===== config.mk =====
export PLATFORM = sky130hd
export DESIGN_NAME = instruction_byte_encoder_unit
export DESIGN_NICKNAME = d
export VERILOG_FILES = /design/src/design/ibe_pkg.sv /design/src/design/ibe_encode.sv /design/src/design/instruction_byte_encoder_unit.sv
export SDC_FILE = /design/constraint.sdc
export NUM_CORES = 1
export LEC_CHECK = 0
export ABC_AREA = 1
export BUFFER_PORTS_ARGS = -buffer_cell sky130_fd_sc_hd__buf_2
export CORE_MARGIN = 2
export CORE_UTILIZATION = 40
export CTS_CLUSTER_SIZE = 16
export DETAILED_ROUTE_END_ITERATION = 8
export SLEW_MARGIN = 40
export SYNTH_ARGS = -nofsm -noshare
export SYNTH_HDL_FRONTEND = slang
export SYNTH_SLANG_ARGS = --single-unit

===== constraint.sdc =====
create_clock -name aclk -period 6.4 [get_ports aclk]
set_input_delay 0 -clock aclk [delete_from_list [all_inputs] [get_ports aclk]]
set_output_delay 0 -clock aclk [all_outputs]
set_load 0.005 [all_outputs]

===== src/design/ibe_pkg.sv =====
// types, codes and decode helpers for the 65C02 instruction byte encoder
// no dependencies
package ibe_pkg;

    // status codes
    localparam logic [2:0] ST_OK     = 3'd0;
    localparam logic [2:0] ST_BAD_OP = 3'd1;
    localparam logic [2:0] ST_BAD_K1 = 3'd2;
    localparam logic [2:0] ST_BAD_K2 = 3'd3;
    localparam logic [2:0] ST_RANGE1 = 3'd4;
    localparam logic [2:0] ST_RANGE2 = 3'd5;
    localparam logic [2:0] ST_FAR    = 3'd6;

    // operand kinds
    localparam logic [4:0] K_NONE = 5'd0;
    localparam logic [4:0] K_A    = 5'd1;
    localparam logic [4:0] K_X    = 5'd2;
    localparam logic [4:0] K_Y    = 5'd3;
    localparam logic [4:0] K_S    = 5'd4;
    localparam logic [4:0] K_P    = 5'd5;
    localparam logic [4:0] K_IMM  = 5'd6;
    localparam logic [4:0] K_ABS  = 5'd7;
    localparam logic [4:0] K_ABSX = 5'd8;
    localparam logic [4:0] K_ABSY = 5'd9;
    localparam logic [4:0] K_ZP   = 5'd10;
    localparam logic [4:0] K_ZPX  = 5'd11;
    localparam logic [4:0] K_ZPY  = 5'd12;
    localparam logic [4:0] K_IZP  = 5'd13;
    localparam logic [4:0] K_IZPX = 5'd14;
    localparam logic [4:0] K_IZPY = 5'd15;
    localparam logic [4:0] K_NF   = 5'd16;
    localparam logic [4:0] K_VF   = 5'd17;
    localparam logic [4:0] K_CF   = 5'd18;
    localparam logic [4:0] K_ZF   = 5'd19;
    localparam logic [4:0] K_IF   = 5'd20;
    localparam logic [4:0] K_DF   = 5'd21;
    localparam logic [4:0] K_ALW  = 5'd22;

    // operations
    localparam logic [4:0] OP_MOV  = 5'd0;
    localparam logic [4:0] OP_PULL = 5'd1;
    localparam logic [4:0] OP_PUSH = 5'd2;
    localparam logic [4:0] OP_SET  = 5'd3;
    localparam logic [4:0] OP_CLR  = 5'd4;
    localparam logic [4:0] OP_ADDC = 5'd5;
    localparam logic [4:0] OP_SUBC = 5'd6;
    localparam logic [4:0] OP_AND  = 5'd7;
    localparam logic [4:0] OP_OR   = 5'd8;
    localparam logic [4:0] OP_XOR  = 5'd9;
    localparam logic [4:0] OP_INC  = 5'd10;
    localparam logic [4:0] OP_DEC  = 5'd11;
    localparam logic [4:0] OP_ROR  = 5'd12;
    localparam logic [4:0] OP_ROL  = 5'd13;
    localparam logic [4:0] OP_ASL  = 5'd14;
    localparam logic [4:0] OP_LSR  = 5'd15;
    localparam logic [4:0] OP_CMP  = 5'd16;
    localparam logic [4:0] OP_BIT  = 5'd17;
    localparam logic [4:0] OP_TRB  = 5'd18;
    localparam logic [4:0] OP_TSB  = 5'd19;
    localparam logic [4:0] OP_NOP  = 5'd20;
    localparam logic [4:0] OP_JMP  = 5'd21;
    localparam logic [4:0] OP_BR   = 5'd22;
    localparam logic [4:0] OP_CALL = 5'd23;
    localparam logic [4:0] OP_RET  = 5'd24;
    localparam logic [4:0] OP_RETI = 5'd25;
    localparam logic [4:0] OP_BRK  = 5'd26;
    localparam logic [4:0] OP_STOP = 5'd27;
    localparam logic [4:0] OP_WAIT = 5'd28;

    // instruction forms picked by the decode
    localparam logic [2:0] FORM_ERR    = 3'd0;
    localparam logic [2:0] FORM_ONE    = 3'd1;
    localparam logic [2:0] FORM_BYTE   = 3'd2;
    localparam logic [2:0] FORM_WORD   = 3'd3;
    localparam logic [2:0] FORM_BRANCH = 3'd4;
    localparam logic [2:0] FORM_BRK    = 3'd5;

    localparam logic [7:0] BRK_PAD = 8'hea;

    typedef struct packed {
        logic signed [31:0] instr_addr;
        logic [4:0]         op_code;
        logic [4:0]         first_kind;
        logic signed [31:0] first_value;
        logic [4:0]         second_kind;
        logic signed [31:0] second_value;
    } ibe_in_t;

    typedef struct packed {
        logic [2:0] status;
        logic [1:0] byte_count;
        logic [7:0] first_byte;
        logic [7:0] second_byte;
        logic [7:0] third_byte;
    } ibe_out_t;

    // what the decode settled: form, opcode, which operand, error codes
    typedef struct packed {
        logic [2:0] form;
        logic [7:0] code;
        logic       use_v2;
        logic [2:0] rerr;
        logic [2:0] err;
    } ibe_plan_t;

    function automatic ibe_plan_t plan_err(logic [2:0] st);
        ibe_plan_t p;
        p      = '0;
        p.form = FORM_ERR;
        p.err  = st;
        return p;
    endfunction

    function automatic ibe_plan_t plan_one(logic [7:0] code);
        ibe_plan_t p;
        p      = '0;
        p.form = FORM_ONE;
        p.code = code;
        return p;
    endfunction

    function automatic ibe_plan_t plan_byte(logic [7:0] code, logic use_v2, logic [2:0] rerr);
        ibe_plan_t p;
        p        = '0;
        p.form   = FORM_BYTE;
        p.code   = code;
        p.use_v2 = use_v2;
        p.rerr   = rerr;
        return p;
    endfunction

    function automatic ibe_plan_t plan_word(logic [7:0] code, logic use_v2, logic [2:0] rerr);
        ibe_plan_t p;
        p        = '0;
        p.form   = FORM_WORD;
        p.code   = code;
        p.use_v2 = use_v2;
        p.rerr   = rerr;
        return p;
    endfunction

    function automatic ibe_plan_t plan_branch(logic [7:0] code);
        ibe_plan_t p;
        p        = '0;
        p.form   = FORM_BRANCH;
        p.code   = code;
        p.use_v2 = 1'b1;
        p.rerr   = ST_RANGE2;
        return p;
    endfunction

    // accumulator group, also loads and stores of A
    function automatic ibe_plan_t acc_plan(logic [4:0] op, logic [4:0] k1, logic [4:0] k2);
        logic [7:0] base;
        logic [4:0] mode;
        logic       use_v2;
        logic [2:0] rerr;
        logic [2:0] ek;
        logic       bad_op;
        logic       bad_k1;
        ibe_plan_t  p;
        base   = 8'h00;
        mode   = k2;
        use_v2 = 1'b1;
        rerr   = ST_RANGE2;
        ek     = ST_BAD_K2;
        bad_op = 1'b0;
        bad_k1 = 1'b0;
        if (k1 != K_A) begin
            // store of A: addressing comes from the first operand, never immediate
            bad_k1 = (op != OP_MOV) || (k2 != K_A) || (k1 == K_IMM);
            base   = 8'h80;
            mode   = k1;
            use_v2 = 1'b0;
            rerr   = ST_RANGE1;
            ek     = ST_BAD_K1;
        end else begin
            case (op)
                OP_ADDC: base = 8'h60;
                OP_SUBC: base = 8'he0;
                OP_AND:  base = 8'h20;
                OP_OR:   base = 8'h00;
                OP_XOR:  base = 8'h40;
                OP_CMP:  base = 8'hc0;
                OP_MOV:  base = 8'ha0;
                default: bad_op = 1'b1;
            endcase
        end
        case (mode)
            K_IMM:   p = plan_byte(base + 8'h09, use_v2, rerr);
            K_ABS:   p = plan_word(base + 8'h0d, use_v2, rerr);
            K_ABSX:  p = plan_word(base + 8'h1d, use_v2, rerr);
            K_ABSY:  p = plan_word(base + 8'h19, use_v2, rerr);
            K_ZP:    p = plan_byte(base + 8'h05, use_v2, rerr);
            K_ZPX:   p = plan_byte(base + 8'h15, use_v2, rerr);
            K_IZP:   p = plan_byte(base + 8'h12, use_v2, rerr);
            K_IZPX:  p = plan_byte(base + 8'h01, use_v2, rerr);
            K_IZPY:  p = plan_byte(base + 8'h11, use_v2, rerr);
            default: p = plan_err(ek);
        endcase
        if (bad_op) begin
            p = plan_err(ST_BAD_OP);
        end
        if (bad_k1) begin
            p = plan_err(ST_BAD_K1);
        end
        return p;
    endfunction

    // increments, decrements, shifts and rotates
    function automatic ibe_plan_t shift_plan(logic [4:0] op, logic [4:0] k1, logic [4:0] k2);
        logic [7:0] base;
        logic       bad_op;
        ibe_plan_t  p;
        base   = 8'h00;
        bad_op = 1'b0;
        case (op)
            OP_INC:  base = 8'he0;
            OP_DEC:  base = 8'hc0;
            OP_ROR:  base = 8'h60;
            OP_ROL:  base = 8'h20;
            OP_ASL:  base = 8'h00;
            OP_LSR:  base = 8'h40;
            default: bad_op = 1'b1;
        endcase
        case (k1)
            K_A:     p = plan_one(base + 8'h0a);
            K_ABS:   p = plan_word(base + 8'h0e, 1'b0, ST_RANGE1);
            K_ABSX:  p = plan_word(base + 8'h1e, 1'b0, ST_RANGE1);
            K_ZP:    p = plan_byte(base + 8'h06, 1'b0, ST_RANGE1);
            K_ZPX:   p = plan_byte(base + 8'h16, 1'b0, ST_RANGE1);
            default: p = plan_err(ST_BAD_K1);
        endcase
        // register forms of inc and dec have their own opcodes
        if (op == OP_INC) begin
            if (k1 == K_A) p = plan_one(8'h1a);
            if (k1 == K_X) p = plan_one(8'he8);
            if (k1 == K_Y) p = plan_one(8'hc8);
        end
        if (op == OP_DEC) begin
            if (k1 == K_A) p = plan_one(8'h3a);
            if (k1 == K_X) p = plan_one(8'hca);
            if (k1 == K_Y) p = plan_one(8'h88);
        end
        if (bad_op) begin
            p = plan_err(ST_BAD_OP);
        end
        if (k2 != K_NONE) begin
            p = plan_err(ST_BAD_K2);
        end
        return p;
    endfunction

    // loads, stores and transfers
    function automatic ibe_plan_t move_plan(logic [4:0] k1, logic [4:0] k2, logic v2_zero);
        ibe_plan_t p;
        if (k1 == K_A) begin
            if (k2 == K_X)      p = plan_one(8'h8a);
            else if (k2 == K_Y) p = plan_one(8'h98);
            else                p = acc_plan(OP_MOV, k1, k2);
        end else if (k2 == K_A) begin
            if (k1 == K_X)      p = plan_one(8'haa);
            else if (k1 == K_Y) p = plan_one(8'ha8);
            else                p = acc_plan(OP_MOV, k1, k2);
        end else if (k1 == K_X) begin
            case (k2)
                K_S:     p = plan_one(8'hba);
                K_IMM:   p = plan_byte(8'ha2, 1'b1, ST_RANGE2);
                K_ABS:   p = plan_word(8'hae, 1'b1, ST_RANGE2);
                K_ABSY:  p = plan_word(8'hbe, 1'b1, ST_RANGE2);
                K_ZP:    p = plan_byte(8'ha6, 1'b1, ST_RANGE2);
                K_ZPY:   p = plan_byte(8'hb6, 1'b1, ST_RANGE2);
                default: p = plan_err(ST_BAD_K2);
            endcase
        end else if (k1 == K_Y) begin
            case (k2)
                K_IMM:   p = plan_byte(8'ha0, 1'b1, ST_RANGE2);
                K_ABS:   p = plan_word(8'hac, 1'b1, ST_RANGE2);
                K_ABSX:  p = plan_word(8'hbc, 1'b1, ST_RANGE2);
                K_ZP:    p = plan_byte(8'ha4, 1'b1, ST_RANGE2);
                K_ZPX:   p = plan_byte(8'hb4, 1'b1, ST_RANGE2);
                default: p = plan_err(ST_BAD_K2);
            endcase
        end else if (k2 == K_X) begin
            case (k1)
                K_S:     p = plan_one(8'h9a);
                K_ABS:   p = plan_word(8'h8e, 1'b0, ST_RANGE1);
                K_ZP:    p = plan_byte(8'h86, 1'b0, ST_RANGE1);
                K_ZPY:   p = plan_byte(8'h96, 1'b0, ST_RANGE1);
                default: p = plan_err(ST_BAD_K2);
            endcase
        end else if (k2 == K_Y) begin
            case (k1)
                K_ABS:   p = plan_word(8'h8c, 1'b0, ST_RANGE1);
                K_ZP:    p = plan_byte(8'h84, 1'b0, ST_RANGE1);
                K_ZPX:   p = plan_byte(8'h94, 1'b0, ST_RANGE1);
                default: p = plan_err(ST_BAD_K2);
            endcase
        end else if (k2 == K_IMM) begin
            // store zero: only an immediate of zero is encodable
            if (!v2_zero) begin
                p = plan_err(ST_RANGE2);
            end else begin
                case (k1)
                    K_ABS:   p = plan_word(8'h9c, 1'b0, ST_RANGE1);
                    K_ABSX:  p = plan_word(8'h9e, 1'b0, ST_RANGE1);
                    K_ZP:    p = plan_byte(8'h64, 1'b0, ST_RANGE1);
                    K_ZPX:   p = plan_byte(8'h74, 1'b0, ST_RANGE1);
                    default: p = plan_err(ST_BAD_K2);
                endcase
            end
        end else begin
            p = plan_err(ST_BAD_K1);
        end
        return p;
    endfunction

endpackage


===== src/design/ibe_encode.sv =====
// combinational encoder: one symbolic instruction in, bytes and status out
// depends on ibe_pkg
module ibe_encode import ibe_pkg::*; (
    input  ibe_in_t  req,
    output ibe_out_t res
);

    ibe_plan_t          plan;
    logic               set_cond;
    logic signed [31:0] v_sel;
    logic               byte_ok;
    logic               word_ok;
    logic               addr_ok;
    logic [17:0]        br_off;
    logic               near;

    assign set_cond = (req.first_value != '0);

    always_comb begin
        case (req.op_code)
            OP_MOV: begin
                plan = move_plan(req.first_kind, req.second_kind, req.second_value == '0);
            end
            OP_PULL, OP_PUSH: begin
                case (req.first_kind)
                    K_A:     plan = plan_one((req.op_code == OP_PULL) ? 8'h68 : 8'h48);
                    K_X:     plan = plan_one((req.op_code == OP_PULL) ? 8'hfa : 8'hda);
                    K_Y:     plan = plan_one((req.op_code == OP_PULL) ? 8'h7a : 8'h5a);
                    K_P:     plan = plan_one((req.op_code == OP_PULL) ? 8'h28 : 8'h08);
                    default: plan = plan_err(ST_BAD_K1);
                endcase
                if (req.second_kind != K_NONE) plan = plan_err(ST_BAD_K2);
            end
            OP_SET: begin
                case (req.first_kind)
                    K_CF:    plan = plan_one(8'h38);
                    K_IF:    plan = plan_one(8'h78);
                    K_DF:    plan = plan_one(8'hf8);
                    default: plan = plan_err(ST_BAD_K1);
                endcase
                if (req.second_kind != K_NONE) plan = plan_err(ST_BAD_K2);
            end
            OP_CLR: begin
                case (req.first_kind)
                    K_CF:    plan = plan_one(8'h18);
                    K_IF:    plan = plan_one(8'h58);
                    K_VF:    plan = plan_one(8'hb8);
                    K_DF:    plan = plan_one(8'hd8);
                    default: plan = plan_err(ST_BAD_K1);
                endcase
                if (req.second_kind != K_NONE) plan = plan_err(ST_BAD_K2);
            end
            OP_ADDC, OP_SUBC, OP_AND, OP_OR, OP_XOR: begin
                plan = acc_plan(req.op_code, req.first_kind, req.second_kind);
            end
            OP_INC, OP_DEC, OP_ROR, OP_ROL, OP_ASL, OP_LSR: begin
                plan = shift_plan(req.op_code, req.first_kind, req.second_kind);
            end
            OP_CMP: begin
                if (req.first_kind == K_X || req.first_kind == K_Y) begin
                    // cpx / cpy share a layout, 0x20 apart
                    case (req.second_kind)
                        K_IMM: plan = plan_byte((req.first_kind == K_X) ? 8'he0 : 8'hc0,
                                                1'b1, ST_RANGE2);
                        K_ABS: plan = plan_word((req.first_kind == K_X) ? 8'hec : 8'hcc,
                                                1'b1, ST_RANGE2);
                        K_ZP:  plan = plan_byte((req.first_kind == K_X) ? 8'he4 : 8'hc4,
                                                1'b1, ST_RANGE2);
                        default: plan = plan_err(ST_BAD_K2);
                    endcase
                end else begin
                    plan = acc_plan(req.op_code, req.first_kind, req.second_kind);
                end
            end
            OP_BIT: begin
                case (req.first_kind)
                    K_ABS:   plan = plan_word(8'h2c, 1'b0, ST_RANGE1);
                    K_ABSX:  plan = plan_word(8'h3c, 1'b0, ST_RANGE1);
                    K_IMM:   plan = plan_byte(8'h89, 1'b0, ST_RANGE1);
                    K_ZP:    plan = plan_byte(8'h24, 1'b0, ST_RANGE1);
                    K_ZPX:   plan = plan_byte(8'h34, 1'b0, ST_RANGE1);
                    default: plan = plan_err(ST_BAD_K1);
                endcase
                if (req.second_kind != K_NONE) plan = plan_err(ST_BAD_K2);
            end
            OP_TRB, OP_TSB: begin
                case (req.first_kind)
                    K_ABS:   plan = plan_word((req.op_code == OP_TRB) ? 8'h1c : 8'h0c,
                                              1'b0, ST_RANGE1);
                    K_ZP:    plan = plan_byte((req.op_code == OP_TRB) ? 8'h14 : 8'h04,
                                              1'b0, ST_RANGE1);
                    default: plan = plan_err(ST_BAD_K1);
                endcase
                if (req.second_kind != K_NONE) plan = plan_err(ST_BAD_K2);
            end
            OP_NOP: begin
                if (req.first_kind != K_NONE)       plan = plan_err(ST_BAD_K1);
                else if (req.second_kind != K_NONE) plan = plan_err(ST_BAD_K2);
                else                                plan = plan_one(8'hea);
            end
            OP_JMP: begin
                case (req.first_kind)
                    K_IMM:   plan = plan_word(8'h4c, 1'b0, ST_RANGE1);
                    K_ABS:   plan = plan_word(8'h6c, 1'b0, ST_RANGE1);
                    K_ABSX:  plan = plan_word(8'h7c, 1'b0, ST_RANGE1);
                    default: plan = plan_err(ST_BAD_K1);
                endcase
                if (req.second_kind != K_NONE) plan = plan_err(ST_BAD_K2);
            end
            OP_BR: begin
                case (req.first_kind)
                    K_NF:    plan = plan_branch(set_cond ? 8'h30 : 8'h10);
                    K_VF:    plan = plan_branch(set_cond ? 8'h70 : 8'h50);
                    K_CF:    plan = plan_branch(set_cond ? 8'hb0 : 8'h90);
                    K_ZF:    plan = plan_branch(set_cond ? 8'hf0 : 8'hd0);
                    K_ALW:   plan = plan_branch(8'h80);
                    default: plan = plan_err(ST_BAD_K1);
                endcase
                if (req.second_kind != K_IMM) plan = plan_err(ST_BAD_K2);
            end
            OP_CALL: begin
                if (req.first_kind != K_IMM)        plan = plan_err(ST_BAD_K1);
                else if (req.second_kind != K_NONE) plan = plan_err(ST_BAD_K2);
                else                                plan = plan_word(8'h20, 1'b0, ST_RANGE1);
            end
            OP_RET, OP_RETI, OP_BRK, OP_STOP, OP_WAIT: begin
                case (req.op_code)
                    OP_RET:  plan = plan_one(8'h60);
                    OP_RETI: plan = plan_one(8'h40);
                    OP_STOP: plan = plan_one(8'hdb);
                    OP_WAIT: plan = plan_one(8'hcb);
                    default: begin
                        plan      = plan_one(8'h00);
                        plan.form = FORM_BRK;
                    end
                endcase
                if (req.first_kind != K_NONE || req.second_kind != K_NONE) begin
                    plan = plan_err(ST_BAD_K1);
                end
            end
            default: plan = plan_err(ST_BAD_OP);
        endcase
    end

    // operand range checks and branch distance
    assign v_sel   = plan.use_v2 ? req.second_value : req.first_value;
    assign byte_ok = (v_sel[31:8] == '0);
    assign word_ok = (v_sel[31:16] == '0);
    assign addr_ok = (req.instr_addr[31:16] == '0) && (req.second_value[31:16] == '0);
    assign br_off  = {2'b00, req.second_value[15:0]} - {2'b00, req.instr_addr[15:0]} - 18'd2;
    assign near    = (br_off[17:7] == '0) || (br_off[17:7] == '1);

    always_comb begin
        res = '0;
        case (plan.form)
            FORM_ERR: begin
                res.status = plan.err;
            end
            FORM_ONE: begin
                res.byte_count = 2'd1;
                res.first_byte = plan.code;
            end
            FORM_BYTE: begin
                if (byte_ok) begin
                    res.byte_count  = 2'd2;
                    res.first_byte  = plan.code;
                    res.second_byte = v_sel[7:0];
                end else begin
                    res.status = plan.rerr;
                end
            end
            FORM_WORD: begin
                if (word_ok) begin
                    res.byte_count  = 2'd3;
                    res.first_byte  = plan.code;
                    res.second_byte = v_sel[7:0];
                    res.third_byte  = v_sel[15:8];
                end else begin
                    res.status = plan.rerr;
                end
            end
            FORM_BRANCH: begin
                if (!addr_ok) begin
                    res.status = ST_RANGE2;
                end else if (!near) begin
                    res.status = ST_FAR;
                end else begin
                    res.byte_count  = 2'd2;
                    res.first_byte  = plan.code;
                    res.second_byte = br_off[7:0];
                end
            end
            FORM_BRK: begin
                res.byte_count  = 2'd2;
                res.first_byte  = plan.code;
                res.second_byte = BRK_PAD;
            end
            default: res = '0;
        endcase
    end

endmodule


===== src/design/instruction_byte_encoder_unit.sv =====
// an accepted request is held in the request register, encoded, then held in the result register that drives m_valid
// throughput: one request per cycle while results are taken; both the request and result registers
// advance together whenever the result register is empty or being taken, and an empty request register also takes one
// reset: synchronous, active low on aresetn; clears both valid flags only
// depends on ibe_pkg and ibe_encode
module instruction_byte_encoder_unit import ibe_pkg::*; (
    input  logic     aclk,
    input  logic     aresetn,
    input  logic     s_valid,
    output logic     s_ready,
    input  ibe_in_t  s_data,
    output logic     m_valid,
    input  logic     m_ready,
    output ibe_out_t m_data
);

    logic     in_valid_reg;
    ibe_in_t  in_data_reg;
    logic     out_valid_reg;
    ibe_out_t out_data_reg;
    logic     out_ready;
    ibe_out_t enc_res;

    assign out_ready = !out_valid_reg || m_ready;
    assign s_ready   = !in_valid_reg || out_ready;

    always_ff @(posedge aclk) begin
        if (!aresetn) begin
            in_valid_reg <= 1'b0;
        end else if (s_ready) begin
            in_valid_reg <= s_valid;
        end
    end

    always_ff @(posedge aclk) begin
        if (s_valid && s_ready) begin
            in_data_reg <= s_data;
        end
    end

    ibe_encode u_encode (
        .req (in_data_reg),
        .res (enc_res)
    );

    always_ff @(posedge aclk) begin
        if (!aresetn) begin
            out_valid_reg <= 1'b0;
        end else if (out_ready) begin
            out_valid_reg <= in_valid_reg;
        end
    end

    always_ff @(posedge aclk) begin
        if (in_valid_reg && out_ready) begin
            out_data_reg <= enc_res;
        end
    end

    assign m_valid = out_valid_reg;
    assign m_data  = out_data_reg;

endmodule


==> flow_metrics.env <==
export IMPL_outcome="finished, final reports clean"
export IMPL_yosysTopAreaCell="edfxtp_1"
export IMPL_clkLatencyLatePin_ns=0.43
export IMPL_setup_viol=0
export IMPL_max_stage_delay_ns=0.47
export IMPL_synthCells=1142
export IMPL_hold_viol_final=0
export IMPL_grt_pass1_wl_um=46210
export IMPL_netlist_area_um2=9200
export IMPL_p_leak_nw=5.542
export IMPL_cts_resized=0
export IMPL_synth_common_cells="nand2_1 (302), inv_1 (168), edfxtp_1 (140)"
export IMPL_total_power_mw=2.540
export IMPL_critPathSlowestCell="fa_1"
export IMPL_post_cts_setup_buffers=0
export IMPL_min_period_ns=3.664
export IMPL_antenna_left=0
export IMPL_max_freq_ghz=0.2729
export IMPL_final_max_slew_viol_count=0
export IMPL_layout_setup_ws_ns=2.736
export IMPL_cp_common_cell="nand3_1"
export IMPL_yosysTopAreaCellShare=0.4570
export IMPL_overflow=0
export IMPL_hold_slack_ns=0.2699
export IMPL_hpwlAfterDp_um=22310
export IMPL_switchingPower_mw=0.7447
export IMPL_antenna_found_initial=0
export IMPL_yosysWarnings=0
export IMPL_die_width_um=155.7
export IMPL_finalWirelength_um=29540
export IMPL_cp_arrival_ns=3.83
export IMPL_drt_vias_per_instance=5.303
export IMPL_p_per_area_nw_per_um2=211.6
export IMPL_core_area_um2=22640
export IMPL_start_util=0.4064
export IMPL_die_h_um=155.7
export IMPL_synth_edf_count=140
export IMPL_grt_pass1_vias=8667
export IMPL_nNetsFinal=1549
export IMPL_peakVddDrop_uv=149.7
export IMPL_dr_first_iter_drc_count=664
export IMPL_vias=9090
export IMPL_synth_area_leaders="edfxtp_1 (46%), nand2_1 (12%), inv_1 (6.9%)"
export IMPL_finish_utilization=0.5303
export IMPL_syn2layout_area_growth_pct=30.49
export IMPL_wl_per_cell_um=17.23
export IMPL_synth_ff_type="edfxtp_1"
export IMPL_critPathTopFamily="simple AND/OR/NAND/NOR gates"
export IMPL_path_buf_inv=3
export IMPL_clock_path_buffers=2
export IMPL_skew_ns=0.01792
export IMPL_end_kind="register"
export IMPL_clkSinkCount=142
export IMPL_power_internal_mw=1.796
export IMPL_drive_gt1_frac=0.1805
export IMPL_ctsHoldBuffers=114
export IMPL_rows=55
export IMPL_cap_violations=0
export IMPL_yosysMostFrequentCell="nand2_1"
export IMPL_cts_tree="done"
export IMPL_largest_reg_flops=111
export IMPL_seq_power_share=0.436
export IMPL_io_buffers=145
export IMPL_avgSynthCellArea_um2=8.056
export IMPL_crit_chain="inv_1 > ha_1 > inv_1 > fa_1 > nand3_1 > nand3_1 > nand2_1 > nand3_1 > nand2_1 > nand3_1 > nor2_1 > nand3_1 > nand2_1 > nand2_1 > nand3_1 > nor2_1 > nand4_1 > nand2_1 > nand3_1 > inv_1 > o21ai_0 > nand3_1"
export IMPL_synth_nets=1275
export IMPL_drcViolationCount=0
export IMPL_cp_max_fo=6
export IMPL_ys_seq_elements=142
export IMPL_power_switching_share=0.2931
export IMPL_combinationalPowerShare=0.171
export IMPL_firstDrtPassIters=5
export IMPL_cts_root_buf="clkbuf_16"
export IMPL_dp_slack_ns=2.795
export IMPL_fin_crit_sh=0.5725
export IMPL_async_flop_share=0
export IMPL_gp_congestion=0.9711
export IMPL_ioPinCount=146
export IMPL_worst_slew_pin_slew_ns=0.8899
export IMPL_worstSetupPathType="register to register"
export IMPL_antenna_cells=0
export IMPL_grt_max_degree=62
export IMPL_synth_distinct_cells=59
export IMPL_min_path_type="input pin to register"
export IMPL_htree_levels=4
export IMPL_synth_seq_area_share=0.4613
export IMPL_grt_usage=0.2461
export IMPL_cts_buffers=17
export IMPL_start_kind="register"
export IMPL_p_clk_frac=0.394
export IMPL_relSlewSlack=0.4045
export IMPL_required_ns=6.56
export IMPL_path_clk_slew_ns=0.07
export IMPL_finalSetupTns_ns=0
export IMPL_rsz0062_at_grt="false"
export IMPL_die_area_um2=24230
==> power groups by stage <==
| stage | clock network (mW) | logic [mW] | registers [mW] |
|---|---|---|---|
| 6_report | 1.00 | 0.433 | 1.11 |
| 2_1_floorplan | 0 | 0.247 | 1.12 |
| 4_1_cts | 1.01 | 0.426 | 1.11 |
| 5_1_grt | 1.06 | 0.483 | 1.11 |
| 3_5_place_dp | 0 | 0.370 | 1.13 |
| 3_3_place_gp | 0 | 0.369 | 1.13 |
==> cells by family (layout without fill, tap and decap cells) <==
kind of cell / count (synthesis) / after routing / synth area share
buffers and inverters: 200 / 487 / 0.08350
XOR/XNOR: 6 / 6 / 0.005712
adder cells (fa/ha/maj): 18 / 18 / 0.02530
multiplexers: 7 / 7 / 0.008296
flip-flops: 142 / 142 / 0.4613
AO/OA/AOI/OAI: 156 / 156 / 0.1043
AND/OR/NAND/NOR: 613 / 613 / 0.3116
==> area by class of cell <==
| class | instances | area (um^2) |
|---|---|---|
| clock buffer | 18 | 429.2 |
| clock inverter | 14 | 151.4 |
| fill | 2121 | 10640 |
| inverter | 193 | 728.2 |
| multi-input combinational | 800 | 4199 |
| sequential | 142 | 4244 |
| tap | 285 | 356.6 |
| timing repair buffer | 262 | 1897 |
==> cell usage in the layout (no fill, tap or decap), types with 5 or more instances in the layout <==
master / netlist / routed
dlygate4sd3_1: 0 / 114
a21oi_1: 45 / 44
nor2_1: 117 / 117
nor4_1: 16 / 16
o21ai_0: 37 / 37
nor2_2: 12 / 12
clkbuf_16: 0 / 17
mux2_2: 5 / 5
o31ai_1: 6 / 6
nand4_1: 46 / 46
ha_1: 17 / 17
buf_2: 4 / 145
o211ai_1: 9 / 9
nor3_1: 10 / 10
nor2_4: 6 / 6
o21ai_1: 10 / 10
edfxtp_1: 140 / 140
nand2_4: 5 / 5
inv_2: 23 / 23
nand3_1: 72 / 72
inv_1: 168 / 167
nand2_2: 7 / 7
nand2_1: 302 / 302
a31oi_1: 9 / 9
==> worst paths after layout <==
| path | from | end | slack [ns] | cells after the start |
|---|---|---|---|---|
| worst min-delay path | s_data[94] | in_data_reg[94] | 0.27 | 2 |
| worst max-delay path | in_data_reg[0] | m_data[13] | 2.74 | 22 |
| worst max register to register | in_data_reg[0] | m_data[13] | 2.74 | 22 |
| worst min register to register | in_valid_reg | m_valid | 0.53 | 2 |
==> through the flow <==
stage               cells  area [um^2]
floorplan            1142         9200
global placement     1567        10270
detailed placement   1568        10280
CTS                  1714        12010
global route         1714        12010
finish               1714        12010
==> metal layers <==
metal | up-vias | global-route usage | wire length (um)
li1 | 4455 | - | -
met1 | 4199 | 0.3469 | 13900
met2 | 382 | 0.3807 | 12690
met3 | 54 | 0.05389 | 2248
met4 | 0 | 0.07296 | 696
met5 | - | 0 | 0
Power figures use the tool's default switching activity.
